File: src/hw/rtl/cvkf_pkg.sv
// ----------------------------------------------------------------------------
// cvkf_pkg
// Shared types, constants and the micro-program of the 1-D Kalman filter.
// ----------------------------------------------------------------------------
package cvkf_pkg;

   localparam int FRAC_BITS_DEF = 16;
   localparam int WORD_BITS_DEF = 32;

   localparam int TIME_STEP_W   = 20;
   localparam int MEAS_W        = 32;
   localparam int EST_W         = 32;
   localparam int NOISE_W       = 23;
   localparam int CSR_DATA_W    = 31;
   localparam int CSR_INDEX_W   = 3;
   localparam int REQ_DATA_W    = 56;
   localparam int RSP_DATA_W    = 64;

   // state values loaded at reset (reset values of the variance registers)
   localparam logic [NOISE_W-1:0] PROCESS_NOISE_RST     = 23'd176947;
   localparam logic [NOISE_W-1:0] MEASUREMENT_NOISE_RST = 23'd786;
   localparam int                 INIT_PXX              = 6553600;
   localparam int                 INIT_PVV              = 655360;

   // pi with 32 fraction bits
   localparam logic [63:0] PI_Q32 = 64'd13493037705;

   localparam int PC_W      = 5;
   localparam logic [PC_W-1:0] PC_LAST = 5'd29;

   typedef enum logic [CSR_INDEX_W-1:0] {
      CSR_PROCESS_NOISE     = 3'd0,
      CSR_MEASUREMENT_NOISE = 3'd1,
      CSR_PERIODIC_MODE     = 3'd2,
      CSR_INIT_POS_VAR      = 3'd3,
      CSR_INIT_VEL_VAR      = 3'd4
   } csr_index_type;

   typedef enum logic [2:0] {
      OP_ADD,
      OP_SUB,
      OP_MUL,
      OP_DIV,
      OP_WRAP
   } op_type;

   typedef enum logic [4:0] {
      R_X, R_V, R_PXX, R_PXV, R_PVV,
      R_DT, R_DT2, R_Z, R_Q, R_R,
      R_T0, R_T1, R_T2, R_XP, R_PXXP, R_PXVP, R_PVVP, R_Y, R_S
   } reg_type;

   typedef struct packed {
      op_type  op;
      reg_type a;
      reg_type b;
      reg_type d;
   } uop_type;

   typedef struct packed {
      logic    load;
      logic    start;
      logic    emit;
      uop_type uop;
   } dp_cmd_type;

   typedef struct packed {
      logic done;
      logic out_free;
   } dp_stat_type;

   typedef struct packed {
      logic [NOISE_W-1:0] process_noise;
      logic [NOISE_W-1:0] measurement_noise;
      logic               periodic_mode;
   } cfg_type;

   typedef enum logic [1:0] {
      ST_IDLE,
      ST_ISSUE,
      ST_WAIT,
      ST_EMIT
   } fsm_type;

   function automatic logic [63:0] pi_q(input int frac);
      logic [63:0] half;
      half = 64'd1 << (31 - frac);
      return (PI_Q32 + half) >> (32 - frac);
   endfunction

   function automatic uop_type mk(input op_type op, input reg_type a,
                                  input reg_type b, input reg_type d);
      uop_type u;
      u.op = op;
      u.a  = a;
      u.b  = b;
      u.d  = d;
      return u;
   endfunction

   function automatic uop_type prog_step(input logic [PC_W-1:0] pc);
      uop_type u;
      case (pc)
         5'd0:    u = mk(OP_MUL,  R_Q,    R_DT,   R_T0);
         5'd1:    u = mk(OP_MUL,  R_T0,   R_DT,   R_T0);
         5'd2:    u = mk(OP_MUL,  R_DT,   R_V,    R_T1);
         5'd3:    u = mk(OP_ADD,  R_X,    R_T1,   R_XP);
         5'd4:    u = mk(OP_MUL,  R_DT,   R_DT,   R_T1);
         5'd5:    u = mk(OP_MUL,  R_T1,   R_PVV,  R_T1);
         5'd6:    u = mk(OP_MUL,  R_DT2,  R_PXV,  R_T2);
         5'd7:    u = mk(OP_ADD,  R_T1,   R_T2,   R_PXXP);
         5'd8:    u = mk(OP_ADD,  R_PXXP, R_PXX,  R_PXXP);
         5'd9:    u = mk(OP_MUL,  R_DT,   R_PVV,  R_T1);
         5'd10:   u = mk(OP_ADD,  R_T1,   R_PXV,  R_PXVP);
         5'd11:   u = mk(OP_ADD,  R_PVV,  R_T0,   R_PVVP);
         5'd12:   u = mk(OP_SUB,  R_Z,    R_XP,   R_Y);
         5'd13:   u = mk(OP_WRAP, R_Y,    R_Y,    R_Y);
         5'd14:   u = mk(OP_ADD,  R_PXXP, R_R,    R_S);
         5'd15:   u = mk(OP_MUL,  R_PXXP, R_Y,    R_T1);
         5'd16:   u = mk(OP_DIV,  R_T1,   R_S,    R_T1);
         5'd17:   u = mk(OP_ADD,  R_XP,   R_T1,   R_X);
         5'd18:   u = mk(OP_MUL,  R_PXVP, R_Y,    R_T1);
         5'd19:   u = mk(OP_DIV,  R_T1,   R_S,    R_T1);
         5'd20:   u = mk(OP_ADD,  R_V,    R_T1,   R_V);
         5'd21:   u = mk(OP_MUL,  R_PXXP, R_PXXP, R_T1);
         5'd22:   u = mk(OP_DIV,  R_T1,   R_S,    R_T1);
         5'd23:   u = mk(OP_SUB,  R_PXXP, R_T1,   R_PXX);
         5'd24:   u = mk(OP_MUL,  R_PXVP, R_PXXP, R_T1);
         5'd25:   u = mk(OP_DIV,  R_T1,   R_S,    R_T1);
         5'd26:   u = mk(OP_SUB,  R_PXVP, R_T1,   R_PXV);
         5'd27:   u = mk(OP_MUL,  R_PXVP, R_PXVP, R_T1);
         5'd28:   u = mk(OP_DIV,  R_T1,   R_S,    R_T1);
         5'd29:   u = mk(OP_SUB,  R_PVVP, R_T1,   R_PVV);
         default: u = mk(OP_ADD,  R_T2,   R_T2,   R_T2);
      endcase
      return u;
   endfunction

endpackage

File: src/hw/rtl/cvkf_ctrl.sv
// ----------------------------------------------------------------------------
// cvkf_ctrl
// Sequencer: steps through the micro-program, one operation at a time.
// ----------------------------------------------------------------------------
module cvkf_ctrl (
   input  logic                 clock,
   input  logic                 reset,
   input  logic                 req_tvalid,
   output logic                 req_tready,
   output cvkf_pkg::dp_cmd_type cmd,
   input  cvkf_pkg::dp_stat_type stat
);
   import cvkf_pkg::*;

   fsm_type          state_ff, state_in;
   logic [PC_W-1:0]  pc_ff, pc_in;

   always_ff @(posedge clock) begin
      if (reset) begin
         state_ff <= ST_IDLE;
         pc_ff    <= '0;
      end else begin
         state_ff <= state_in;
         pc_ff    <= pc_in;
      end
   end

   always_comb begin
      state_in   = state_ff;
      pc_in      = pc_ff;
      req_tready = 1'b0;
      cmd.load   = 1'b0;
      cmd.start  = 1'b0;
      cmd.emit   = 1'b0;
      cmd.uop    = prog_step(pc_ff);
      case (state_ff)
         ST_IDLE: begin
            req_tready = !reset;
            if (req_tvalid && !reset) begin
               cmd.load = 1'b1;
               pc_in    = '0;
               state_in = ST_ISSUE;
            end
         end
         ST_ISSUE: begin
            cmd.start = 1'b1;
            state_in  = ST_WAIT;
         end
         ST_WAIT: begin
            if (stat.done) begin
               if (pc_ff == PC_LAST) begin
                  state_in = ST_EMIT;
               end else begin
                  pc_in    = pc_ff + 1'b1;
                  state_in = ST_ISSUE;
               end
            end
         end
         ST_EMIT: begin
            if (stat.out_free) begin
               cmd.emit = 1'b1;
               state_in = ST_IDLE;
            end
         end
         default: state_in = ST_IDLE;
      endcase
   end

`ifndef NO_ASSERTIONS
   a_accept_issues: assert property (@(posedge clock) disable iff (reset)
      (req_tvalid && req_tready) |=> (state_ff == ST_ISSUE))
      else $error("accepted item did not start the program");
   a_emit_free: assert property (@(posedge clock) disable iff (reset)
      cmd.emit |-> stat.out_free)
      else $error("result emitted into a full output register");
   a_done_in_wait: assert property (@(posedge clock) disable iff (reset)
      stat.done |-> (state_ff == ST_WAIT))
      else $error("operation finished outside wait state");
`endif

endmodule

File: src/hw/rtl/cvkf_dp.sv
// ----------------------------------------------------------------------------
// cvkf_dp
// Datapath: filter state, temporaries, a shared two-pass multiplier, a
// radix-2 restoring divider, saturating add/subtract, periodic wrap and the output register.
// ----------------------------------------------------------------------------
module cvkf_dp #(
   parameter int FRAC_BITS = cvkf_pkg::FRAC_BITS_DEF,
   parameter int WORD_BITS = cvkf_pkg::WORD_BITS_DEF
) (
   input  logic                                clock,
   input  logic                                reset,
   input  cvkf_pkg::dp_cmd_type                cmd,
   output cvkf_pkg::dp_stat_type               stat,
   input  cvkf_pkg::cfg_type                   cfg,
   input  logic [cvkf_pkg::TIME_STEP_W-1:0]    time_step,
   input  logic signed [cvkf_pkg::MEAS_W-1:0]  measurement,
   output logic                                rsp_tvalid,
   input  logic                                rsp_tready,
   output logic signed [cvkf_pkg::EST_W-1:0]   position_estimate,
   output logic signed [cvkf_pkg::EST_W-1:0]   velocity_estimate
);
   import cvkf_pkg::*;

   localparam int W    = WORD_BITS;
   localparam int F    = FRAC_BITS;
   localparam int HL   = W / 2;
   localparam int HB   = W - HL;
   localparam int N    = W + F;
   localparam int CW   = 2 * W;
   localparam int CNTW = $clog2(N + 1);
   localparam logic [CNTW-1:0] MUL_LAST = CNTW'(3);
   localparam logic [CNTW-1:0] DIV_LAST = CNTW'(N);
   localparam logic [CW-1:0] MAG_LIM = CW'(1) << (W - 1);
   localparam logic [CW-1:0] MAG_MAX = MAG_LIM - CW'(1);
   localparam logic signed [63:0] WMAX64 = (64'sd1 <<< (W - 1)) - 64'sd1;
   localparam logic signed [63:0] WMIN64 = -WMAX64 - 64'sd1;
   localparam logic signed [63:0] PI64   = signed'(pi_q(F));
   localparam logic signed [63:0] TWO_PI64 = PI64 + PI64;

   function automatic logic signed [W-1:0] sat64(input logic signed [63:0] v);
      logic signed [W-1:0] r;
      if (v > WMAX64) r = W'(WMAX64);
      else if (v < WMIN64) r = W'(WMIN64);
      else r = v[W-1:0];
      return r;
   endfunction

   function automatic logic signed [W-1:0] sat_mag(input logic [CW-1:0] m,
                                                   input logic neg);
      logic [CW-1:0]       t;
      logic signed [W-1:0] r;
      t = ~m + CW'(1);
      if (neg) r = (m > MAG_LIM) ? W'(WMIN64) : t[W-1:0];
      else     r = (m > MAG_MAX) ? W'(WMAX64) : m[W-1:0];
      return r;
   endfunction

   function automatic logic [W-1:0] mag(input logic signed [W-1:0] v);
      return v[W-1] ? (~v + W'(1)) : v;
   endfunction

   logic signed [W-1:0] x_ff, v_ff, pxx_ff, pxv_ff, pvv_ff;
   logic signed [W-1:0] t0_ff, t1_ff, t2_ff, xp_ff, pxxp_ff, pxvp_ff, pvvp_ff;
   logic signed [W-1:0] y_ff, s_ff, dt_ff, dt2_ff, z_ff;
   logic signed [W-1:0] q_w, r_w;

   op_type              op_ff;
   reg_type             d_ff;
   logic signed [W-1:0] a_ff, b_ff;
   logic [W-1:0]        ma_ff, mb_ff;
   logic                neg_ff, bz_ff, busy_ff;
   logic [CNTW-1:0]     cnt_ff;
   logic [W+HB-1:0]     prod_ff;
   logic [CW-1:0]       acc_ff;
   logic [W-1:0]        rem_ff, dvd_ff;
   logic [N-1:0]        quo_ff;

   logic signed [W-1:0] opa_in, opb_in, res_in;
   logic [HB-1:0]       mb_part;
   logic [W:0]          r2, diff;
   logic                ge, done;
   logic signed [63:0]  sum64, y64;
   logic signed [EST_W-1:0] pos_ff, vel_ff;
   logic                rsp_valid_ff;
   logic signed [63:0]  x64, v64;

   assign q_w = W'(cfg.process_noise);
   assign r_w = W'(cfg.measurement_noise);

   function automatic logic signed [W-1:0] pick(input reg_type s,
      input logic signed [W-1:0] x, v, pxx, pxv, pvv, t0, t1, t2, xp, pxxp,
      input logic signed [W-1:0] pxvp, pvvp, y, sv, dt, dt2, z, q, r);
      logic signed [W-1:0] o;
      case (s)
         R_X:     o = x;
         R_V:     o = v;
         R_PXX:   o = pxx;
         R_PXV:   o = pxv;
         R_PVV:   o = pvv;
         R_DT:    o = dt;
         R_DT2:   o = dt2;
         R_Z:     o = z;
         R_Q:     o = q;
         R_R:     o = r;
         R_T0:    o = t0;
         R_T1:    o = t1;
         R_T2:    o = t2;
         R_XP:    o = xp;
         R_PXXP:  o = pxxp;
         R_PXVP:  o = pxvp;
         R_PVVP:  o = pvvp;
         R_Y:     o = y;
         R_S:     o = sv;
         default: o = '0;
      endcase
      return o;
   endfunction

   always_comb begin
      opa_in = pick(cmd.uop.a, x_ff, v_ff, pxx_ff, pxv_ff, pvv_ff, t0_ff, t1_ff,
                    t2_ff, xp_ff, pxxp_ff, pxvp_ff, pvvp_ff, y_ff, s_ff, dt_ff,
                    dt2_ff, z_ff, q_w, r_w);
      opb_in = pick(cmd.uop.b, x_ff, v_ff, pxx_ff, pxv_ff, pvv_ff, t0_ff, t1_ff,
                    t2_ff, xp_ff, pxxp_ff, pxvp_ff, pvvp_ff, y_ff, s_ff, dt_ff,
                    dt2_ff, z_ff, q_w, r_w);
   end

   // shared multiplier: low half of the second operand, then the high half
   assign mb_part = (cnt_ff == '0) ? HB'(mb_ff[HL-1:0]) : mb_ff[W-1:HL];

   // divider step
   assign r2   = {rem_ff, dvd_ff[W-1]};
   assign ge   = (r2 >= {1'b0, mb_ff});
   assign diff = r2 - {1'b0, mb_ff};

   always_comb begin
      sum64 = '0;
      y64   = 64'(a_ff);
      res_in = a_ff;
      done  = 1'b0;
      case (op_ff)
         OP_ADD: begin
            sum64  = 64'(a_ff) + 64'(b_ff);
            res_in = sat64(sum64);
            done   = busy_ff;
         end
         OP_SUB: begin
            sum64  = 64'(a_ff) - 64'(b_ff);
            res_in = sat64(sum64);
            done   = busy_ff;
         end
         OP_WRAP: begin
            if (cfg.periodic_mode && (y64 > PI64)) begin
               sum64 = y64 - TWO_PI64;
            end else if (cfg.periodic_mode && (y64 < -PI64)) begin
               sum64 = y64 + TWO_PI64;
            end else begin
               sum64 = y64;
            end
            res_in = sat64(sum64);
            done   = busy_ff;
         end
         OP_MUL: begin
            res_in = sat_mag(acc_ff >> F, neg_ff);
            done   = busy_ff && (cnt_ff == MUL_LAST);
         end
         OP_DIV: begin
            res_in = bz_ff ? '0 : sat_mag(CW'(quo_ff), neg_ff);
            done   = busy_ff && (cnt_ff == DIV_LAST);
         end
         default: begin
            res_in = a_ff;
            done   = busy_ff;
         end
      endcase
   end

   // operation unit
   always_ff @(posedge clock) begin
      if (reset) begin
         busy_ff <= 1'b0;
         cnt_ff  <= '0;
      end else if (cmd.start) begin
         busy_ff <= 1'b1;
         cnt_ff  <= '0;
      end else if (done) begin
         busy_ff <= 1'b0;
      end else if (busy_ff) begin
         cnt_ff <= cnt_ff + 1'b1;
      end
   end

   always_ff @(posedge clock) begin
      if (cmd.start) begin
         op_ff  <= cmd.uop.op;
         d_ff   <= cmd.uop.d;
         a_ff   <= opa_in;
         b_ff   <= opb_in;
         ma_ff  <= mag(opa_in);
         mb_ff  <= mag(opb_in);
         neg_ff <= opa_in[W-1] ^ opb_in[W-1];
         bz_ff  <= (opb_in == '0);
         rem_ff <= '0;
         dvd_ff <= mag(opa_in);
         quo_ff <= '0;
      end else if (busy_ff) begin
         prod_ff <= ma_ff * mb_part;
         if (cnt_ff == CNTW'(1)) begin
            acc_ff <= CW'(prod_ff);
         end else if (cnt_ff == CNTW'(2)) begin
            acc_ff <= acc_ff + (CW'(prod_ff) << HL);
         end
         if (op_ff == OP_DIV && cnt_ff != DIV_LAST) begin
            rem_ff <= ge ? diff[W-1:0] : r2[W-1:0];
            dvd_ff <= {dvd_ff[W-2:0], 1'b0};
            quo_ff <= {quo_ff[N-2:0], ge};
         end
      end
   end

   // filter state and working registers
   always_ff @(posedge clock) begin
      if (reset) begin
         x_ff   <= '0;
         v_ff   <= '0;
         pxx_ff <= W'(INIT_PXX);
         pxv_ff <= '0;
         pvv_ff <= W'(INIT_PVV);
      end else begin
         if (cmd.load) begin
            dt_ff  <= W'(time_step);
            dt2_ff <= W'({time_step, 1'b0});
            z_ff   <= sat64(64'(measurement));
         end
         if (done) begin
            case (d_ff)
               R_X:     x_ff    <= res_in;
               R_V:     v_ff    <= res_in;
               R_PXX:   pxx_ff  <= res_in;
               R_PXV:   pxv_ff  <= res_in;
               R_PVV:   pvv_ff  <= res_in;
               R_T0:    t0_ff   <= res_in;
               R_T1:    t1_ff   <= res_in;
               R_T2:    t2_ff   <= res_in;
               R_XP:    xp_ff   <= res_in;
               R_PXXP:  pxxp_ff <= res_in;
               R_PXVP:  pxvp_ff <= res_in;
               R_PVVP:  pvvp_ff <= res_in;
               R_Y:     y_ff    <= res_in;
               R_S:     s_ff    <= res_in;
               default: ;
            endcase
         end
      end
   end

   // output register
   assign x64 = 64'(x_ff);
   assign v64 = 64'(v_ff);

   always_ff @(posedge clock) begin
      if (reset) begin
         rsp_valid_ff <= 1'b0;
      end else if (cmd.emit) begin
         rsp_valid_ff <= 1'b1;
      end else if (rsp_tready) begin
         rsp_valid_ff <= 1'b0;
      end
   end

   always_ff @(posedge clock) begin
      if (cmd.emit) begin
         pos_ff <= x64[EST_W-1:0];
         vel_ff <= v64[EST_W-1:0];
      end
   end

   assign rsp_tvalid        = rsp_valid_ff;
   assign position_estimate = pos_ff;
   assign velocity_estimate = vel_ff;
   assign stat.done         = done;
   assign stat.out_free     = !rsp_valid_ff || rsp_tready;

`ifndef NO_ASSERTIONS
   a_start_idle: assert property (@(posedge clock) disable iff (reset)
      cmd.start |-> !busy_ff)
      else $error("operation started while unit busy");
   a_start_busy: assert property (@(posedge clock) disable iff (reset)
      cmd.start |=> busy_ff)
      else $error("unit did not go busy after start");
   a_done_frees: assert property (@(posedge clock) disable iff (reset)
      (done && !cmd.start) |=> !busy_ff)
      else $error("unit stayed busy after finishing");
`endif

endmodule

File: src/hw/rtl/constant_velocity_kalman_1d.sv
// ----------------------------------------------------------------------------
// constant_velocity_kalman_1d
// One-axis constant-velocity Kalman filter, signed fixed point.
// ----------------------------------------------------------------------------
//  channel  dir  handshake              content
//  req      in   req_tvalid/req_tready  time_step, measurement
//  rsp      out  rsp_tvalid/rsp_tready  position_estimate, velocity_estimate
//  csr      in   csr_wen                csr_index, csr_wdata
//
//  The radix-2 divider, run five times per item, takes most of an item's time.
//  Reset loads the filter state and register defaults.
//  A finished item waits in the output register; a new item is taken then.
// ----------------------------------------------------------------------------
module constant_velocity_kalman_1d #(
   parameter int FRAC_BITS = cvkf_pkg::FRAC_BITS_DEF,
   parameter int WORD_BITS = cvkf_pkg::WORD_BITS_DEF
) (
   input  logic                               clock,
   input  logic                               reset,
   input  logic                               req_tvalid,
   output logic                               req_tready,
   // [19:0] time_step, [51:20] measurement, [55:52] zero
   input  logic [cvkf_pkg::REQ_DATA_W-1:0]    req_tdata,
   output logic                               rsp_tvalid,
   input  logic                               rsp_tready,
   // [31:0] position_estimate, [63:32] velocity_estimate
   output logic [cvkf_pkg::RSP_DATA_W-1:0]    rsp_tdata,
   input  logic                               csr_wen,
   input  logic [cvkf_pkg::CSR_INDEX_W-1:0]   csr_index,
   input  logic [cvkf_pkg::CSR_DATA_W-1:0]    csr_wdata
);
   import cvkf_pkg::*;

   cfg_type     cfg_ff;
   dp_cmd_type  cmd;
   dp_stat_type stat;
   logic signed [EST_W-1:0] pos, vel;

   always_ff @(posedge clock) begin
      if (reset) begin
         cfg_ff.process_noise     <= PROCESS_NOISE_RST;
         cfg_ff.measurement_noise <= MEASUREMENT_NOISE_RST;
         cfg_ff.periodic_mode     <= 1'b0;
      end else if (csr_wen) begin
         case (csr_index)
            CSR_PROCESS_NOISE:     cfg_ff.process_noise     <= csr_wdata[NOISE_W-1:0];
            CSR_MEASUREMENT_NOISE: cfg_ff.measurement_noise <= csr_wdata[NOISE_W-1:0];
            CSR_PERIODIC_MODE:     cfg_ff.periodic_mode     <= csr_wdata[0];
            default: ;
         endcase
      end
   end

   cvkf_ctrl u_ctrl (
      .clock      (clock),
      .reset      (reset),
      .req_tvalid (req_tvalid),
      .req_tready (req_tready),
      .cmd        (cmd),
      .stat       (stat)
   );

   cvkf_dp #(
      .FRAC_BITS (FRAC_BITS),
      .WORD_BITS (WORD_BITS)
   ) u_dp (
      .clock             (clock),
      .reset             (reset),
      .cmd               (cmd),
      .stat              (stat),
      .cfg               (cfg_ff),
      .time_step         (req_tdata[TIME_STEP_W-1:0]),
      .measurement       (signed'(req_tdata[TIME_STEP_W+MEAS_W-1:TIME_STEP_W])),
      .rsp_tvalid        (rsp_tvalid),
      .rsp_tready        (rsp_tready),
      .position_estimate (pos),
      .velocity_estimate (vel)
   );

   assign rsp_tdata = {vel, pos};

endmodule
File: config.mk
export PLATFORM = sky130hd
export DESIGN_NAME = constant_velocity_kalman_1d
export DESIGN_NICKNAME = d
export VERILOG_FILES = /design/src/hw/rtl/cvkf_pkg.sv /design/src/hw/rtl/cvkf_ctrl.sv /design/src/hw/rtl/cvkf_dp.sv /design/src/hw/rtl/constant_velocity_kalman_1d.sv
export SDC_FILE = /design/constraint.sdc
export NUM_CORES = 2
export LEC_CHECK = 0
export BUFFER_PORTS_ARGS = -buffer_cell sky130_fd_sc_hd__buf_2
export CORE_MARGIN = 5
export CORE_UTILIZATION = 45
export DETAILED_ROUTE_END_ITERATION = 8
export PLACE_DENSITY = 0.61
export SLEW_MARGIN = 10
export SYNTH_ARGS = -nofsm -noshare
export SYNTH_HDL_FRONTEND = slang
export SYNTH_SLANG_ARGS = --single-unit
File: constraint.sdc
create_clock -name clock -period 17.3 [get_ports clock]
set_input_delay 3.46 -clock clock [delete_from_list [all_inputs] [get_ports clock]]
set_output_delay 3.46 -clock clock [all_outputs]
set_load 0.02 [all_outputs]
==> impl_metrics.xml <==
<?xml version="1.0" encoding="UTF-8"?>
<metrics>
  <group name="layout">
    <metric name="final.fill_count" unit="">14647</metric>
    <metric name="area.growth.synth_to_final" unit="%">9.40</metric>
    <metric name="finish.cell_count_without_fillers" unit="">9630</metric>
    <metric name="finish.net_count" unit="">8262</metric>
    <metric name="post_route_utilization" unit="%">49.3</metric>
    <metric name="most-common-layout-cells" unit="">sky130_fd_sc_hd__nand2_1, sky130_fd_sc_hd__edfxtp_1, sky130_fd_sc_hd__inv_1, sky130_fd_sc_hd__a21oi_1, sky130_fd_sc_hd__fa_1</metric>
    <metric name="multi_input_gate_area_in_the_final_layout" unit="um^2">40400</metric>
    <metric name="postLayoutCellArea" unit="um^2">77900</metric>
    <metric name="drive_gt1_share" unit="%">8.82</metric>
    <metric name="seqCellArea" unit="um^2">26500</metric>
    <metric name="mostFrequentLayoutCell" unit="">sky130_fd_sc_hd__nand2_1</metric>
  </group>
  <group name="timing">
    <metric name="timing.final.crit_share" unit="%">56.6</metric>
    <metric name="timing.final.ws_setup" unit="ns">7.51</metric>
    <metric name="final_report_max_slew_violation_count" unit="">0</metric>
    <metric name="timing_worst_slew_pin_value" unit="ns">1.34</metric>
    <metric name="unrepaired_setup_endpoints_after_global_routing" unit="">no</metric>
    <metric name="layout_min_cycle_time" unit="ns">9.79</metric>
    <metric name="finalHoldViolCount" unit="">0</metric>
    <metric name="worst_case_headroom_to_the_max_slew_limit" unit="%">10.4</metric>
    <metric name="finalSetupTns" unit="ns">0</metric>
    <metric name="maxClockFrequency" unit="GHz">0.102</metric>
    <metric name="final_setup_violation_count" unit="">0</metric>
    <metric name="fin_worst_hold_slack" unit="ns">0.404</metric>
    <metric name="maximum_clock_skew_at_final_layout" unit="ns">0.0858</metric>
  </group>
  <group name="synthesis">
    <metric name="number_of_nets_in_the_synthesized_netlist" unit="">8344</metric>
    <metric name="ys_dominant_reg_cell" unit="">sky130_fd_sc_hd__edfxtp_1</metric>
    <metric name="yosysSeqAreaShare" unit="%">37.2</metric>
    <metric name="ys_async_sr_fraction" unit="%">0</metric>
    <metric name="average_cell_area_after_synthesis" unit="um^2">9.44</metric>
    <metric name="synthesis.area" unit="um^2">71200</metric>
    <metric name="postSynthCellCount" unit="">7542</metric>
    <metric name="yosysWarningCount" unit="">0</metric>
    <metric name="synth_largest_type_area_fraction" unit="%">28.2</metric>
    <metric name="ys_types" unit="">113</metric>
    <metric name="synth_seq_cells" unit="">988</metric>
    <metric name="synth-edff-count" unit="">668</metric>
    <metric name="synthTopCellsByArea" unit="">sky130_fd_sc_hd__edfxtp_1, sky130_fd_sc_hd__fa_1, sky130_fd_sc_hd__dfxtp_1</metric>
    <metric name="synthDominantAreaCellType" unit="">sky130_fd_sc_hd__edfxtp_1</metric>
  </group>
  <group name="clocking">
    <metric name="tritoncts_buffers" unit="">106</metric>
    <metric name="cts_setup_buffers" unit="">0</metric>
    <metric name="tritoncts" unit="">yes</metric>
    <metric name="clkLatencyLatePin" unit="ns">0.80</metric>
    <metric name="ctsRootBufferMaster" unit="">sky130_fd_sc_hd__clkbuf_16</metric>
    <metric name="post_cts_resize_count" unit="">0</metric>
    <metric name="clk_pin_slew_worst_paths" unit="ns">0.06</metric>
    <metric name="numClockSinks" unit="">988</metric>
    <metric name="cts_buffer_depth" unit="">3</metric>
    <metric name="cts_htree_levels" unit="">3</metric>
    <metric name="postCtsHoldBufs" unit="">0</metric>
  </group>
  <group name="critical_path">
    <metric name="critical_path.endpoint_type" unit="">register</metric>
    <metric name="critPathLaunchType" unit="">register</metric>
    <metric name="signal_arrival_time_at_the_worst_endpoint" unit="ns">10.25</metric>
    <metric name="max_stage_delay_cell_worst_path" unit="">sky130_fd_sc_hd__fa_1</metric>
    <metric name="cp_common_cell" unit="">sky130_fd_sc_hd__fa_1</metric>
    <metric name="cp_data_required_time" unit="ns">17.76</metric>
    <metric name="critPathKind" unit="">register to register</metric>
    <metric name="critPathMaxFanout" unit="">32</metric>
    <metric name="crit_path_max_incr_delay" unit="ns">0.60</metric>
    <metric name="reg2reg_depth" unit="">29</metric>
  </group>
  <group name="floorplanning">
    <metric name="area_inside_the_core_boundary" unit="um^2">158000</metric>
    <metric name="die_outline_area" unit="um^2">166000</metric>
    <metric name="ioPinCount" unit="">161</metric>
    <metric name="floorplan.initialDensity" unit="%">45.1</metric>
    <metric name="die_width" unit="um">408</metric>
    <metric name="rows" unit="">146</metric>
    <metric name="fp.dieH" unit="um">408</metric>
  </group>
  <group name="place">
    <metric name="postPlaceCellArea" unit="um^2">74000</metric>
    <metric name="place.port_buffers" unit="">148</metric>
    <metric name="dp.cells" unit="">9424</metric>
    <metric name="dpl.hpwl" unit="um">198000</metric>
    <metric name="pre_cts_slack" unit="ns">7.60</metric>
    <metric name="place_congestion" unit="">0.990</metric>
  </group>
  <group name="hold_path">
    <metric name="min-delay-path-class" unit="">register to register</metric>
    <metric name="hold_depth" unit="">0</metric>
  </group>
  <group name="grt">
    <metric name="first_global_vias" unit="">60278</metric>
    <metric name="groute.usage.overall" unit="%">32.8</metric>
    <metric name="largest_net_degree_at_the_start_of_global_routing" unit="">88</metric>
    <metric name="antenna_found_initial" unit="">14</metric>
    <metric name="global_route.overflow_total" unit="">0</metric>
    <metric name="grt_first_pass_wirelength" unit="um">409000</metric>
  </group>
  <group name="drt">
    <metric name="routed_wire_length_per_instance" unit="um">29.3</metric>
    <metric name="detail-route-antenna-nets" unit="">0</metric>
    <metric name="viasPerCell" unit="">6.52</metric>
    <metric name="num_vias" unit="">62763</metric>
    <metric name="drt-initial-drc-count" unit="">9157</metric>
    <metric name="wirelength" unit="um">283000</metric>
    <metric name="drc_errors" unit="">1</metric>
    <metric name="detailedRoute.firstPassIterationCount" unit="">9</metric>
  </group>
  <group name="run_status">
    <metric name="failed_checks" unit="">DRC</metric>
    <metric name="outcome" unit="">complete, but fails checks</metric>
  </group>
  <group name="power">
    <metric name="power" unit="mW">12.5</metric>
    <metric name="power_leakage" unit="nW">31.3</metric>
    <metric name="power_density" unit="nW/um^2">161</metric>
    <metric name="irDropWorstVdd" unit="mV">0.305</metric>
  </group>
  <group name="job">
    <metric name="cap_viol_max_count" unit="">0</metric>
  </group>
</metrics>
flip-flops by register name, summed over array words and instances (netlist names), 47 cells and up:
name / cells
u_dp.quo_ff: 48
u_dp.prod_ff: 48
u_dp.acc_ff: 48
cfg_ff: 47
where the power goes:
group          total (mW)  internal (mW)  switching (mW)  leakage [nW]
registers            3.09           2.97           0.118          8.65
clock network        2.51           1.45            1.06          1.88
logic                6.91           2.80            4.12          20.8
total                12.5           7.21            5.30          31.3
synth_stat cells, types with 104 or more instances:
library cell               number
sky130_fd_sc_hd__fa_1         422
sky130_fd_sc_hd__a22oi_1      355
sky130_fd_sc_hd__xor2_1       104
sky130_fd_sc_hd__nor2_1       407
sky130_fd_sc_hd__nand3_1      177
sky130_fd_sc_hd__inv_1        640
sky130_fd_sc_hd__dfxtp_1      320
sky130_fd_sc_hd__and3_1       237
sky130_fd_sc_hd__o21ai_0      253
sky130_fd_sc_hd__and2_1       266
sky130_fd_sc_hd__xnor2_1      139
sky130_fd_sc_hd__nor3_1       133
sky130_fd_sc_hd__a21o_1       136
sky130_fd_sc_hd__edfxtp_1     668
sky130_fd_sc_hd__a21oi_1      430
sky130_fd_sc_hd__clkbuf_1     393
sky130_fd_sc_hd__ha_1         285
sky130_fd_sc_hd__nand2_1      887
layer usage:
metal / wire [um] / global-route usage [%]
met3: 31200 / 7.60
met2: 122000 / 50.2
met1: 110000 / 43.0
met4: 19300 / 18.2
met5: 56 / 0
final cells by class:
| type | count | share of cell area [%] |
|---|---|---|
| sequential | 988 | 34.0 |
| antenna | 5 | 0.0161 |
| clock inverter | 62 | 1.10 |
| clock buffer | 139 | 3.89 |
| inverter | 643 | 3.11 |
| multi-input combinational | 5397 | 51.9 |
| tap | 2072 | 3.33 |
| timing repair buffer | 324 | 2.66 |
worst max-delay path, delay by kind of cell (launching register included):
kind,cells,cell delay (ns)
and+or+nand+nor,7,1.68
adders and majority gates,7,3.70
buffers and inverters,6,0.99
DFF,1,0.34
AOI/OAI and AO/OA,8,2.56
xor gates and xnor gates,1,0.14
path summary, 6_finish.rpt:
check | start | to | slack [ns]
min reg2reg | u_ctrl.cmd[16] | u_dp.op_ff[1] | 0.40
max reg2reg | u_dp.cnt_ff[3] | u_dp.prod_ff[47] | 7.51
max | u_dp.cnt_ff[3] | u_dp.prod_ff[47] | 7.51
min | u_ctrl.cmd[16] | u_dp.op_ff[1] | 0.40
cells by family after synthesis:
| logic type | share of synthesized area, % |
|---|---|
| buffers and inverters | 6.35 |
| AO/OA/AOI/OAI | 18.6 |
| multiplexers | 0.733 |
| XOR/XNOR | 3.01 |
| flip-flops | 37.2 |
| AND/OR/NAND/NOR | 17.3 |
| adder cells (fa/ha/maj) | 16.9 |
(Power assumes the default switching activity.)
